## config.mk

```make
export PLATFORM = sky130hd
export DESIGN_NAME = wheel_current_budget_allocator
export DESIGN_NICKNAME = d
export VERILOG_FILES = /design/src/rtl/core/wcba_pkg.sv /design/src/rtl/core/wcba_front.sv /design/src/rtl/core/wcba_queue.sv /design/src/rtl/core/wcba_back.sv /design/src/rtl/core/wheel_current_budget_allocator.sv
export SDC_FILE = /design/constraint.sdc
export NUM_CORES = 2
export LEC_CHECK = 0
export BUFFER_PORTS_ARGS = -buffer_cell sky130_fd_sc_hd__buf_2
export CAP_MARGIN = 20
export CORE_MARGIN = 4
export CORE_UTILIZATION = 39
export DETAILED_ROUTE_END_ITERATION = 7
export GPL_TIMING_DRIVEN = 1
export PLACE_DENSITY = 0.65
export SETUP_SLACK_MARGIN = 0.02
export SYNTH_ARGS = -nofsm -noshare
export SYNTH_HDL_FRONTEND = slang
export SYNTH_SLANG_ARGS = --single-unit
```

## constraint.sdc

```tcl
create_clock -name clock -period 9.2 [get_ports clock]
set_input_delay 1.84 -clock clock [delete_from_list [all_inputs] [get_ports clock]]
set_output_delay 1.84 -clock clock [all_outputs]
set_load 0.01 [all_outputs]
```

## src/rtl/core/wcba_pkg.sv

```systemverilog
// Shared types, constants and the power level table of the wheel current budget allocator.
package wcba_pkg;

   localparam int unsigned WCBA_QUEUE_DEPTH = 4;
   localparam int unsigned WHEELS           = 4;

   // Drive mode codes
   localparam logic [1:0] MODE_NORMAL = 2'd0;
   localparam logic [1:0] MODE_FLY    = 2'd1;
   localparam logic [1:0] MODE_SHIFT  = 2'd2;
   localparam logic [1:0] MODE_CLIMB  = 2'd3;

   // Budget limits in current units
   localparam logic [15:0] BUDGET_MAX       = 16'd32000;
   localparam logic [15:0] BUDGET_MIN       = 16'd5000;
   localparam logic [15:0] CLIMB_FLOOR      = 16'd18000;
   localparam logic [15:0] DEFAULT_BUDGET   = 16'd12000;
   localparam logic [14:0] LOW_CHARGE_CAP   = 15'd6000;
   localparam logic [14:0] EMPTY_CHARGE_CAP = 15'd3000;

   // Charge thresholds in percent
   localparam logic signed [7:0] CHARGE_SCALE_LIMIT = 8'sd50;
   localparam logic signed [7:0] CHARGE_LOW_LIMIT   = 8'sd25;
   localparam logic signed [8:0] CHARGE_OFFSET      = 9'sd50;

   // floor(x / 25) == (x * RECIP_25) >> RECIP_SHIFT for every x below 2^20
   localparam logic [21:0] RECIP_25    = 22'd2684355;
   localparam int unsigned RECIP_SHIFT = 26;

   // Share divider: 15 quotient bits, 3 per iteration
   localparam int unsigned QUOT_W    = 15;
   localparam int unsigned DIV_STEPS = 3;
   localparam int unsigned DIV_ITERS = QUOT_W / DIV_STEPS;

   typedef struct packed {
      logic [1:0]         drive_mode;
      logic [7:0]         power_level;
      logic signed [7:0]  charge_percent;
      logic signed [15:0] demand_lf;
      logic signed [15:0] demand_rf;
      logic signed [15:0] demand_lb;
      logic signed [15:0] demand_rb;
   } req_type;

   typedef struct packed {
      logic [14:0] limit_lf;
      logic [14:0] limit_rf;
      logic [14:0] limit_lb;
      logic [14:0] limit_rb;
   } rsp_type;

   // One classified item waiting for the share divider
   typedef struct packed {
      logic [14:0]                   budget;
      logic [WHEELS-1:0][16:0]       mag;
      logic [17:0]                   sum;
      logic                          sum_small;
   } work_type;

   typedef enum logic [1:0] {
      BACK_IDLE,
      BACK_MUL,
      BACK_DIV
   } back_state_type;

   function automatic logic [15:0] table_budget(input logic [7:0] level);
      logic [15:0] b;
      case (level)
         8'd45:   b = 16'd12000;
         8'd50:   b = 16'd12800;
         8'd55:   b = 16'd14000;
         8'd60:   b = 16'd15200;
         8'd70:   b = 16'd16800;
         8'd80:   b = 16'd18800;
         8'd100:  b = 16'd21200;
         8'd120:  b = 16'd22000;
         default: b = DEFAULT_BUDGET;
      endcase
      return b;
   endfunction

endpackage

```

## src/rtl/core/wcba_front.sv

```systemverilog
// Front end: accept a transaction, take demand magnitudes and derive the total budget.
module wcba_front
   import wcba_pkg::*;
(
   input  logic     clock,
   input  logic     reset,
   input  logic     accept,
   input  req_type  req,
   output logic     push,
   output work_type push_data,
   output logic [1:0] inflight
);

   // Stage 1: base budget, scale factor, magnitudes
   logic        s1_valid_ff, s1_valid_in;
   logic [15:0] s1_base_ff, s1_base_in;
   logic [6:0]  s1_factor_ff, s1_factor_in;
   logic        s1_scale_ff, s1_scale_in;
   logic        s1_zero_ff, s1_zero_in;
   logic        s1_low_ff, s1_low_in;
   logic        s1_neg_ff, s1_neg_in;
   work_type    s1_work_ff, s1_work_in;

   // Stage 2: budget times factor
   logic        s2_valid_ff;
   logic [21:0] s2_prod_ff, s2_prod_in;
   logic        s2_scale_ff, s2_zero_ff, s2_low_ff, s2_neg_ff;
   work_type    s2_work_ff;

   // Stage 3: divided by one hundred
   logic        s3_valid_ff;
   logic [15:0] s3_quo_ff, s3_quo_in;
   logic        s3_zero_ff, s3_low_ff, s3_neg_ff;
   work_type    s3_work_ff;

   logic [15:0] tbl;
   logic signed [8:0] factor;
   logic [WHEELS-1:0][15:0] demand;
   logic [41:0] recip_prod;
   logic [15:0] raw_budget;
   logic [15:0] clamped;
   logic [14:0] capped;

   assign s1_valid_in = accept;
   assign tbl         = table_budget(req.power_level);
   assign factor      = {req.charge_percent[7], req.charge_percent} + CHARGE_OFFSET;
   assign demand      = {req.demand_rb, req.demand_lb, req.demand_rf, req.demand_lf};

   always_comb begin
      logic [16:0] ext;
      logic [17:0] total;
      case (req.drive_mode)
         MODE_FLY:   s1_base_in = BUDGET_MAX;
         MODE_SHIFT: s1_base_in = tbl + {1'b0, tbl[15:1]};
         MODE_CLIMB: s1_base_in = (tbl < CLIMB_FLOOR) ? CLIMB_FLOOR : tbl;
         default:    s1_base_in = tbl;
      endcase
      s1_scale_in  = (req.drive_mode != MODE_FLY) &&
                     (req.charge_percent < CHARGE_SCALE_LIMIT);
      s1_zero_in   = s1_scale_in && (factor <= 9'sd0);
      s1_factor_in = factor[6:0];
      s1_low_in    = req.charge_percent < CHARGE_LOW_LIMIT;
      s1_neg_in    = req.charge_percent[7];

      total = '0;
      s1_work_in = '0;
      for (int w = 0; w < WHEELS; w++) begin
         ext = {demand[w][15], demand[w]};
         s1_work_in.mag[w] = demand[w][15] ? (~ext + 17'd1) : ext;
         total = total + {1'b0, s1_work_in.mag[w]};
      end
      s1_work_in.sum       = total;
      s1_work_in.sum_small = total <= 18'd1;
   end

   assign s2_prod_in = s1_scale_ff ? ({6'b0, s1_base_ff} * {15'b0, s1_factor_ff})
                                   : {6'b0, s1_base_ff};

   assign recip_prod = {22'b0, s2_prod_ff[21:2]} * {20'b0, RECIP_25};
   assign s3_quo_in  = s2_scale_ff ? recip_prod[RECIP_SHIFT +: 16] : s2_prod_ff[15:0];

   // Clamp to the budget window, then apply the charge caps
   always_comb begin
      raw_budget = s3_zero_ff ? 16'd0 : s3_quo_ff;
      if (raw_budget < BUDGET_MIN) begin
         clamped = BUDGET_MIN;
      end else if (raw_budget > BUDGET_MAX) begin
         clamped = BUDGET_MAX;
      end else begin
         clamped = raw_budget;
      end
      capped = clamped[14:0];
      if (s3_low_ff && (capped > LOW_CHARGE_CAP)) begin
         capped = LOW_CHARGE_CAP;
      end
      if (s3_neg_ff && (capped > EMPTY_CHARGE_CAP)) begin
         capped = EMPTY_CHARGE_CAP;
      end
   end

   always_ff @(posedge clock) begin
      if (reset) begin
         s1_valid_ff <= 1'b0;
         s2_valid_ff <= 1'b0;
         s3_valid_ff <= 1'b0;
      end else begin
         s1_valid_ff <= s1_valid_in;
         s2_valid_ff <= s1_valid_ff;
         s3_valid_ff <= s2_valid_ff;
      end
   end

   always_ff @(posedge clock) begin
      s1_base_ff   <= s1_base_in;
      s1_factor_ff <= s1_factor_in;
      s1_scale_ff  <= s1_scale_in;
      s1_zero_ff   <= s1_zero_in;
      s1_low_ff    <= s1_low_in;
      s1_neg_ff    <= s1_neg_in;
      s1_work_ff   <= s1_work_in;

      s2_prod_ff   <= s2_prod_in;
      s2_scale_ff  <= s1_scale_ff;
      s2_zero_ff   <= s1_zero_ff;
      s2_low_ff    <= s1_low_ff;
      s2_neg_ff    <= s1_neg_ff;
      s2_work_ff   <= s1_work_ff;

      s3_quo_ff    <= s3_quo_in;
      s3_zero_ff   <= s2_zero_ff;
      s3_low_ff    <= s2_low_ff;
      s3_neg_ff    <= s2_neg_ff;
      s3_work_ff   <= s2_work_ff;
   end

   always_comb begin
      push_data        = s3_work_ff;
      push_data.budget = capped;
   end

   assign push     = s3_valid_ff;
   assign inflight = {1'b0, s1_valid_ff} + {1'b0, s2_valid_ff} + {1'b0, s3_valid_ff};

endmodule

```

## src/rtl/core/wcba_queue.sv

```systemverilog
// Short queue of classified items between the front end and the share divider.
module wcba_queue
   import wcba_pkg::*;
#(
   parameter int unsigned DEPTH = WCBA_QUEUE_DEPTH
)(
   input  logic                       clock,
   input  logic                       reset,
   input  logic                       push,
   input  work_type                   push_data,
   input  logic                       pop,
   output work_type                   head,
   output logic                       not_empty,
   output logic [$clog2(DEPTH+1)-1:0] count
);

   localparam int unsigned PTR_W = $clog2(DEPTH);
   localparam int unsigned CNT_W = $clog2(DEPTH+1);

   work_type             entry_ff [DEPTH];
   logic [PTR_W-1:0]     wr_ptr_ff, wr_ptr_in;
   logic [PTR_W-1:0]     rd_ptr_ff, rd_ptr_in;
   logic [CNT_W-1:0]     count_ff, count_in;

   function automatic logic [PTR_W-1:0] next_ptr(input logic [PTR_W-1:0] p);
      return (p == PTR_W'(DEPTH - 1)) ? '0 : p + PTR_W'(1);
   endfunction

   assign wr_ptr_in = push ? next_ptr(wr_ptr_ff) : wr_ptr_ff;
   assign rd_ptr_in = pop  ? next_ptr(rd_ptr_ff) : rd_ptr_ff;

   always_comb begin
      count_in = count_ff;
      if (push && !pop) begin
         count_in = count_ff + CNT_W'(1);
      end else if (pop && !push) begin
         count_in = count_ff - CNT_W'(1);
      end
   end

   always_ff @(posedge clock) begin
      if (reset) begin
         wr_ptr_ff <= '0;
         rd_ptr_ff <= '0;
         count_ff  <= '0;
      end else begin
         wr_ptr_ff <= wr_ptr_in;
         rd_ptr_ff <= rd_ptr_in;
         count_ff  <= count_in;
      end
   end

   always_ff @(posedge clock) begin
      if (push) begin
         entry_ff[wr_ptr_ff] <= push_data;
      end
   end

   assign head      = entry_ff[rd_ptr_ff];
   assign not_empty = count_ff != '0;
   assign count     = count_ff;

endmodule

```

## src/rtl/core/wcba_back.sv

```systemverilog
// Back end: split the budget over four wheels with a three-bit-per-cycle divider.
module wcba_back
   import wcba_pkg::*;
(
   input  logic     clock,
   input  logic     reset,
   input  logic     not_empty,
   input  work_type head,
   output logic     pop,
   output logic     rsp_valid,
   output rsp_type  rsp_payload
);

   localparam int unsigned ITER_W = $clog2(DIV_ITERS);

   back_state_type state_ff, state_in;
   logic [ITER_W-1:0] iter_ff, iter_in;
   logic              last_iter;
   logic              load_mul;
   logic              div_step;
   logic              finish;

   work_type                       work_ff;
   logic [WHEELS-1:0][16:0]        rem_ff, rem_in;
   logic [WHEELS-1:0][QUOT_W-1:0]  dq_ff, dq_in;
   logic [WHEELS-1:0][31:0]        prod;
   logic [WHEELS-1:0][14:0]        share;

   logic    rsp_valid_ff;
   rsp_type rsp_payload_ff, rsp_payload_in;

   assign last_iter = iter_ff == ITER_W'(DIV_ITERS - 1);

   // Next state
   always_comb begin
      state_in = state_ff;
      case (state_ff)
         BACK_IDLE: if (not_empty) state_in = BACK_MUL;
         BACK_MUL:  state_in = BACK_DIV;
         BACK_DIV:  if (last_iter) state_in = BACK_IDLE;
         default:   state_in = BACK_IDLE;
      endcase
   end

   // Outputs of the sequencer
   always_comb begin
      pop      = 1'b0;
      load_mul = 1'b0;
      div_step = 1'b0;
      finish   = 1'b0;
      case (state_ff)
         BACK_IDLE: pop = not_empty;
         BACK_MUL:  load_mul = 1'b1;
         BACK_DIV: begin
            div_step = 1'b1;
            finish   = last_iter;
         end
         default: ;
      endcase
   end

   assign iter_in = load_mul ? '0 : (div_step ? iter_ff + ITER_W'(1) : iter_ff);

   // Restoring division, three quotient bits per lane each cycle
   always_comb begin
      logic [16:0]       r;
      logic [QUOT_W-1:0] q;
      logic [17:0]       t;
      logic              ge;
      for (int w = 0; w < WHEELS; w++) begin
         prod[w] = {17'b0, work_ff.budget} * {15'b0, work_ff.mag[w]};
         r = rem_ff[w];
         q = dq_ff[w];
         for (int s = 0; s < DIV_STEPS; s++) begin
            t  = {r, q[QUOT_W-1]};
            ge = t >= work_ff.sum;
            q  = {q[QUOT_W-2:0], ge};
            r  = ge ? 17'(t - work_ff.sum) : t[16:0];
         end
         rem_in[w] = r;
         dq_in[w]  = q;
         share[w]  = work_ff.sum_small ? work_ff.budget : q;
      end
   end

   assign rsp_payload_in = '{limit_lf: share[0], limit_rf: share[1],
                             limit_lb: share[2], limit_rb: share[3]};

   always_ff @(posedge clock) begin
      if (reset) begin
         state_ff     <= BACK_IDLE;
         iter_ff      <= '0;
         rsp_valid_ff <= 1'b0;
      end else begin
         state_ff     <= state_in;
         iter_ff      <= iter_in;
         rsp_valid_ff <= finish;
      end
   end

   always_ff @(posedge clock) begin
      if (pop) begin
         work_ff <= head;
      end
      if (load_mul) begin
         for (int w = 0; w < WHEELS; w++) begin
            rem_ff[w] <= prod[w][31:QUOT_W];
            dq_ff[w]  <= prod[w][QUOT_W-1:0];
         end
      end else if (div_step) begin
         rem_ff <= rem_in;
         dq_ff  <= dq_in;
      end
      if (finish) begin
         rsp_payload_ff <= rsp_payload_in;
      end
   end

   assign rsp_valid   = rsp_valid_ff;
   assign rsp_payload = rsp_payload_ff;

endmodule

```

## src/rtl/core/wheel_current_budget_allocator.sv

```systemverilog
// Top level of the wheel current budget allocator: front end, queue and share divider.
//
// Use: drive req_payload and raise start; the transaction is taken at the rising edge
// where start is high and busy is low. Each transaction yields one result: the four
// wheel ceilings appear on rsp_payload for exactly one cycle with rsp_valid high.
// The receiver cannot hold results off, so take them in the cycle they are shown.
//
// With the queue empty, a taken transaction passes two more front stages, the queue
// write, the pop and the multiply, then five divider steps, the last of which also
// loads the output register that raises rsp_valid.
// Throughput: the front end takes one transaction per cycle while queue credit
// remains; the back end works on one item at a time, its pace set by the shared
// four-lane divider that retires three quotient bits per lane per cycle.
// busy rises when the queue plus the items still in the front stages fill
// QUEUE_DEPTH entries.
//
// Reset is synchronous and active high: it empties the queue and pipeline, holds
// busy high while asserted and leaves no result pending.
module wheel_current_budget_allocator
   import wcba_pkg::*;
#(
   parameter int unsigned QUEUE_DEPTH = WCBA_QUEUE_DEPTH  // two or more entries
)(
   input  logic    clock,
   input  logic    reset,
   input  logic    start,
   output logic    busy,
   input  req_type req_payload,
   output logic    rsp_valid,
   output rsp_type rsp_payload
);

   localparam int unsigned CNT_W = $clog2(QUEUE_DEPTH+1);

   logic             accept;
   logic             push;
   work_type         push_data;
   logic [1:0]       inflight;
   logic             pop;
   work_type         head;
   logic             not_empty;
   logic [CNT_W-1:0] q_count;
   logic [CNT_W:0]   occupied;

   // Count queue entries plus items that will still land there
   assign occupied = {1'b0, q_count} + (CNT_W+1)'(inflight);
   assign busy     = reset || (occupied >= (CNT_W+1)'(QUEUE_DEPTH));
   assign accept   = start && !busy;

   // Classify the transaction and work out the total budget
   wcba_front u_front (
      .clock     (clock),
      .reset     (reset),
      .accept    (accept),
      .req       (req_payload),
      .push      (push),
      .push_data (push_data),
      .inflight  (inflight)
   );

   // Hold classified items until the divider is free
   wcba_queue #(
      .DEPTH (QUEUE_DEPTH)
   ) u_queue (
      .clock     (clock),
      .reset     (reset),
      .push      (push),
      .push_data (push_data),
      .pop       (pop),
      .head      (head),
      .not_empty (not_empty),
      .count     (q_count)
   );

   // Split the budget over the wheels and present the result
   wcba_back u_back (
      .clock       (clock),
      .reset       (reset),
      .not_empty   (not_empty),
      .head        (head),
      .pop         (pop),
      .rsp_valid   (rsp_valid),
      .rsp_payload (rsp_payload)
   );

`ifndef SYNTHESIS
   // Credit accounting must never overfill the queue
   assert property (@(posedge clock) disable iff (reset)
      q_count <= CNT_W'(QUEUE_DEPTH))
      else $error("queue holds more entries than its depth");

   // Results are spaced by the divider, never on consecutive cycles
   assert property (@(posedge clock) disable iff (reset)
      rsp_valid |=> !rsp_valid)
      else $error("result strobe held for more than one cycle");

   // A share never exceeds the largest budget
   assert property (@(posedge clock) disable iff (reset)
      rsp_valid |-> (rsp_payload.limit_lf <= 15'd32000) && (rsp_payload.limit_rf <= 15'd32000)
                 && (rsp_payload.limit_lb <= 15'd32000) && (rsp_payload.limit_rb <= 15'd32000))
      else $error("wheel ceiling above the budget maximum");
`endif

endmodule

```

# == Word level (Yosys, flattened, before mapping) ==
# Memory sizes are Yosys's and may differ from the RTL's. A register that Yosys moved wholly into a read port is not among the register bits.
# Cells that the tools add are included.
# op_classes
muxes,47
bitwise,4
reduce_logical,17
order_cmp,22
n_eq_ne,18
addsub,29
n_mul,6
# ops
operator,n
two-way mux 17 bit,16
greater-or-equal comparator 18 bit,12
subtractor 17 bit,12
two-way mux 68 bit,2
two-way mux 15 bit,9
multiplier 15 x 17 -> 32 bit,4
two-way mux 60 bit,2
case mux 15 bit (7 select lines),1
"adder 17 x 1 -> 17 bit, second input constant",4
NOT 17 bit,4
two-way mux 16 bit,3
case mux 16 bit (3 select lines),1
"multiplier 20 x 22 -> 42 bit, second input constant",1
adder 18 x 17 -> 18 bit,2
"equality test 8 x 7 -> 1 bit, second input constant",4
"equality test 8 x 6 -> 1 bit, second input constant",3
multiplier 16 x 7 -> 22 bit,1
adder 17 x 17 -> 18 bit,1
"<= comparator 18 x 1 -> 1 bit, second input constant",1
adder 15 x 14 -> 16 bit,1
"greater-than comparator 16 x 15 -> 1 bit, second input constant",1
"less-than comparator 16 x 13 -> 1 bit, second input constant",1
"greater-than comparator 15 x 12 -> 1 bit, second input constant",1
"greater-than comparator 15 x 13 -> 1 bit, second input constant",1
other kinds (28),55
# word_totals
mem_count,1
in_bits,85
output_inout_bits,62
word_cells,199
regBits,537
ramBits,408
# mem_list
memory,depth,word_bits,rd,rd_ports_with_merged_regs,write_ports,line_no,source
u_queue.entry_ff,4,102,1,1,1,wcba_queue.sv:20,work_type entry_ff [DEPTH];

# == Depth between registers and ports, before layout ==
# depth
word_depth,10
depth_mapped,39

# == Hierarchy ==
# A second synthesis with hierarchy kept.
# unflattened
hier_cells,8553
area_unflattened_um2,90879.7
# by_module_without_submodules
mod,area_per_inst_um2,instances,cells_per_inst
wcba_back,55041.5,1,6020
wcba_front,20653.6,1,1953
wcba_queue,15145.8,1,575
wheel_current_budget_allocator,38.8,1,5

# == Worst setup path after synthesis ==
# Ideal clock, no wire load.
# synth_path
path_type,register -> register
from,register u_back.work_ff[2] (netlist name)
to,"register u_back.rem_ff[63] (netlist name), data pin"
path_slack_ns,1.393
arrival_ns,7.552
period_less_slack_ns,7.807
n_path_buf,6
required_ns,8.945
setup_ns,0.255
path_stages_with_launch,36
cell_sequence,edfxtp_1 inv_1 fa_1 a21o_1 a21o_1 a221oi_2 o211ai_1 a21oi_1 or2_2 buf_2 buf_2 nor2_1 a21oi_1 inv_1 ha_1 a21o_1 a21oi_1 or3b_2 a21oi_1 o31a_1 a211o_1 buf_2 buf_2 buf_2 mux2i_1 ha_1 a21o_1 a21oi_1 o21ai_0 a21oi_1 a31oi_1 o21ai_1 and3_1 clkbuf_1 a22oi_1 and3_1
# synth_between
elab_chain_len,8
elab_cells_between_ends,11
# synth_rtl
item,line_no,source
subtractor 17 bit / greater-or-equal comparator 18 bit (equally long branches),"wcba_back.sv:78, wcba_back.sv:76",
two-way mux 17 bit,wcba_back.sv:78,r = ge ? 17'(t - work_ff.sum) : t[16:0];
subtractor 17 bit / greater-or-equal comparator 18 bit (equally long branches),"wcba_back.sv:78, wcba_back.sv:76",
two-way mux 17 bit,wcba_back.sv:78,
subtractor 17 bit / greater-or-equal comparator 18 bit (equally long branches),"wcba_back.sv:78, wcba_back.sv:76",
two-way mux 17 bit *,wcba_back.sv:78,
two-way mux 68 bit *,wcba_back.sv:110,end else if (div_step) begin
two-way mux 68 bit *,wcba_back.sv:105,if (load_mul) begin
"to (signal, indexed assignment)",wcba_back.sv:107,rem_ff[w] <= prod[w][31:QUOT_W];
to (signal assigned),wcba_back.sv:111,rem_ff <= rem_in;
to (decl),wcba_back.sv:24,"logic [WHEELS-1:0][16:0] rem_ff, rem_in;"
# Every way passes the cells marked *; elsewhere a longest branch is shown, timed or not. The select of a mux whose other input is x is not followed.
# A chain may end at the register's enable or synchronous reset.

# == Final worst setup path ==
# layout_path
from,register u_back.work_ff[1] (netlist name)
to,"register u_back.rem_ff[3] (netlist name), data pin"
# layout_between
elab_chain_len,8
elab_cells_between_ends,11
# layout_rtl
item,line_no
subtractor 17 bit / greater-or-equal comparator 18 bit (equally long branches),"wcba_back.sv:78, wcba_back.sv:76"
two-way mux 17 bit,wcba_back.sv:78
subtractor 17 bit / greater-or-equal comparator 18 bit (equally long branches),"wcba_back.sv:78, wcba_back.sv:76"
two-way mux 17 bit,wcba_back.sv:78
subtractor 17 bit / greater-or-equal comparator 18 bit (equally long branches),"wcba_back.sv:78, wcba_back.sv:76"
two-way mux 17 bit *,wcba_back.sv:78
two-way mux 68 bit *,wcba_back.sv:110
two-way mux 68 bit *,wcba_back.sv:105
# Marks and branches as above.

==> impl_results.md <==
- Cts repair resizes: 0
- WP buf/inv: 2
- Crit path to: u_back.rem_ff[3]
- Worst Hold Class: flop to flop
- CTS tree: done
- Core box area: between 0.2 and 0.25 mm2
- Global Route Usage Sum: 0.203
- I/O Pins: about 150
- Area grow syn2layout: 9.07%
- Synth unique cells: 98
- R2r endpoint: u_back.rem_ff[3]
- CP Launch Type: flop
- First-pass GRT wire length: about 380,000 um
- Mapped Avg Cell Area: 10.7 um2
- Vias in the first global route: roughly 64,000
- CP Data Arrival Time: 9.14 ns
- RR Startpoint: u_back.work_ff[1]
- Clock Skews: 0.0450 ns
- CTS max path bufs: 3
- #FFs+latches synth: 1,041
- Worst Setup SP: u_back.work_ff[1]
- Die H: approximately 490 um
- Run status: complete, no violations
- Dominant cell type by area after synthesis: edfxtp_1
- Via count: 61,300
- Most common cell in the netlist: inv_1
- Routed Antenna Nets: 0
- Final min period: 8.68 ns
- Initial antenna violation count: 19
- Slowest stage cell, crit path: a221o_1
- Sequential area share after synthesis: 0.309
- Via density: 5.30
- Crit path largest cell delay: 0.53 ns
- Slew headroom: 0.252
- Peak Freq: 115 MHz
- Fin Setup TNS: 0 ns
- R2R depth: 30
- Drt total wl: 240,000 um
- Die area: 0.239 mm2
- DR DRC count: 0
- Largest net degree at the start of global routing: 92
- Final count of hold timing violations: 0
- Clock transition at the registers of the reported paths: around 0.060 ns
- Warnings from Yosys: 0
- Row cnt: about 180
- Worst Setup End Kind: flop
- Max Cap Viol: 0
- Most frequent CP cell: a21oi_1
- First-pass DRT Iterations: 5
- Levels on crit path: 30
- Max-slew violations: 0
- Post-synth ARST share: 0
- Final GP Congestion: 0.956
- Routed len/inst: 20.8 um
- Dominant cells by area after synthesis: edfxtp_1 (23%), fa_1 (23%), ha_1 (12%)
- 1st-iter DRT viols: 4,597
- Setup Buffers After CTS: 0
- Path type of the worst setup path: flop to flop
- Synthesized instance count: 8,372
- Final period util: 0.943
- Number of synthesized flops with an enable pin: 698
- Nets@finish: roughly 10,000
- H-Tree Depth: 3
- Initial Util: 0.392
- R2R setup slack: 0.52 ns
- Die Span X: roughly 500 um
- Estimated wirelength of the detail-placed design: between 150,000 and 200,000 um
- Worst Tran Pin Value: 1.12 ns
- CP required: between 9 and 10 ns
- RSZ-0062 raised after global routing: no
- Count of input and output buffers: 146
- CP max FO: 30
- HP Start: u_front.s2_work_ff[6]
- Top_reg_cell synth: edfxtp_1
- Cell family with the largest share of critical-path delay: compound AO/OA/AOI/OAI gates
- Clk root buf: clkbuf_16
- Final setup violation count: 0
- Clock Latency Late Sink: roughly 0.75 ns
- Share of cells above drive strength 1: 0.0831
- Synth top area share: 0.233
- Clock sink total: 1,041
- Gr ovfl total: 0
- Cell Area, Synth: 0.0900 mm2
- TritonCTS Buffers: between 100 and 150
- Hold buffer count at cts: 0
- Synth cell count leaders: inv_1 (1,193), fa_1 (1,012), nand2_1 (952)
metrics by stage:
stage,setup slack [ns],hold slack [ns],area [um2],instances,util
5_1_grt,0.123,0.325,98200,11600,0.427
4_1_cts,0.382,0.313,98100,11600,0.427
2_1_floorplan,1.39,0.310,90000,8379,-
3_5_place_dp,0.410,0.312,94400,11400,0.411
6_report,0.522,0.320,98200,11600,0.427
3_3_place_gp,0.558,0.310,94400,11400,0.411
cells by family after synthesis:
| group | after synthesis | share of synthesized area |
|---|---|---|
| simple gates | 2111 | 0.112 |
| fa+ha+maj | 1905 | 0.349 |
| buf+inv | 1488 | 0.0626 |
| compound gates | 1177 | 0.0840 |
| flops | 1041 | 0.309 |
| xor+xnor | 391 | 0.0381 |
| mux | 258 | 0.0446 |
| other cells | 1 | 0.0000417 |
routing by layer:
metal / vias up / share of wire / track usage
li1: 28100 / - / -
met1: 30900 / 0.46 / 0.296
met2: 1954 / 0.44 / 0.317
met3: 299 / 0.071 / 0.0341
met4: 0 / 0.023 / 0.0476
met5: - / 0 / 0
layout by cell type (no fill, tap or decap), drive strengths merged, types with 17 or more instances in the layout:
master / count
inv: 1204
fa: 1012
nand2: 952
ha: 893
edfxtp: 698
and2: 463
dfxtp: 343
a21oi: 326
o21ai: 300
xnor2: 270
nor2: 257
buf: 252
a21o: 150
clkbuf: 143
xor2: 121
mux2: 108
mux4: 102
nor3: 94
nand3: 68
mux2i: 48
a211oi: 48
nand2b: 47
o21a: 47
o21bai: 44
or3: 43
a31oi: 38
nor2b: 35
and3: 35
clkinv: 35
nand4: 32
o31ai: 23
o211ai: 23
a21boi: 19
or2: 17
cell type report:
class	instances	area, um2
tap	3026	3790
fill	21500	132000
multi-input combinational	5850	56600
clock buffer	143	3010
inverter	1195	4490
timing repair buffer	252	1660
clock inverter	59	763
antenna	2	5.00
sequential	1041	27800
how the worst min path moves through the flow:
stage	depth (start not counted)	slack, ns	endpoint
floorplan	0	0.31	u_front.push_data[0]
global placement	0	0.31	u_front.push_data[80]
detailed placement	0	0.31	u_front.push_data[79]
CTS	0	0.31	u_front.s2_work_ff[7]
global route	0	0.32	u_front.push_data[77]
finish	0	0.32	u_front.push_data[6]
registers in the layout, indices dropped and copies added, names as in the netlist, 7 cells and up:
name,flops
u_front.s3_quo_ff,16
u_back.work_ff,102
u_back.rsp_payload,60
u_queue.entry_ff,408
u_front.s2_prod_ff,19
u_back.rem_ff,68
u_front.s1_work_ff,87
u_front.s1_base_ff,13
u_front.push_data,87
u_front.s1_factor_ff,7
u_back.dq_ff,60
u_front.s2_work_ff,87
worst register-to-register path: cells and delay by family, from the launching register on:
kind                     cells  cell delay, ns
AO/OA/AOI/OAI               20            4.78
AND/OR/NAND/NOR              2            0.61
adder cells (fa/ha/maj)      4            1.33
buffers and inverters        2            0.38
multiplexers                 2            0.82
flip-flops                   1            0.49
Power is left out: the tool's default activity adds up to more than one toggle a clock period on the data nets, which glitch-free logic cannot reach.
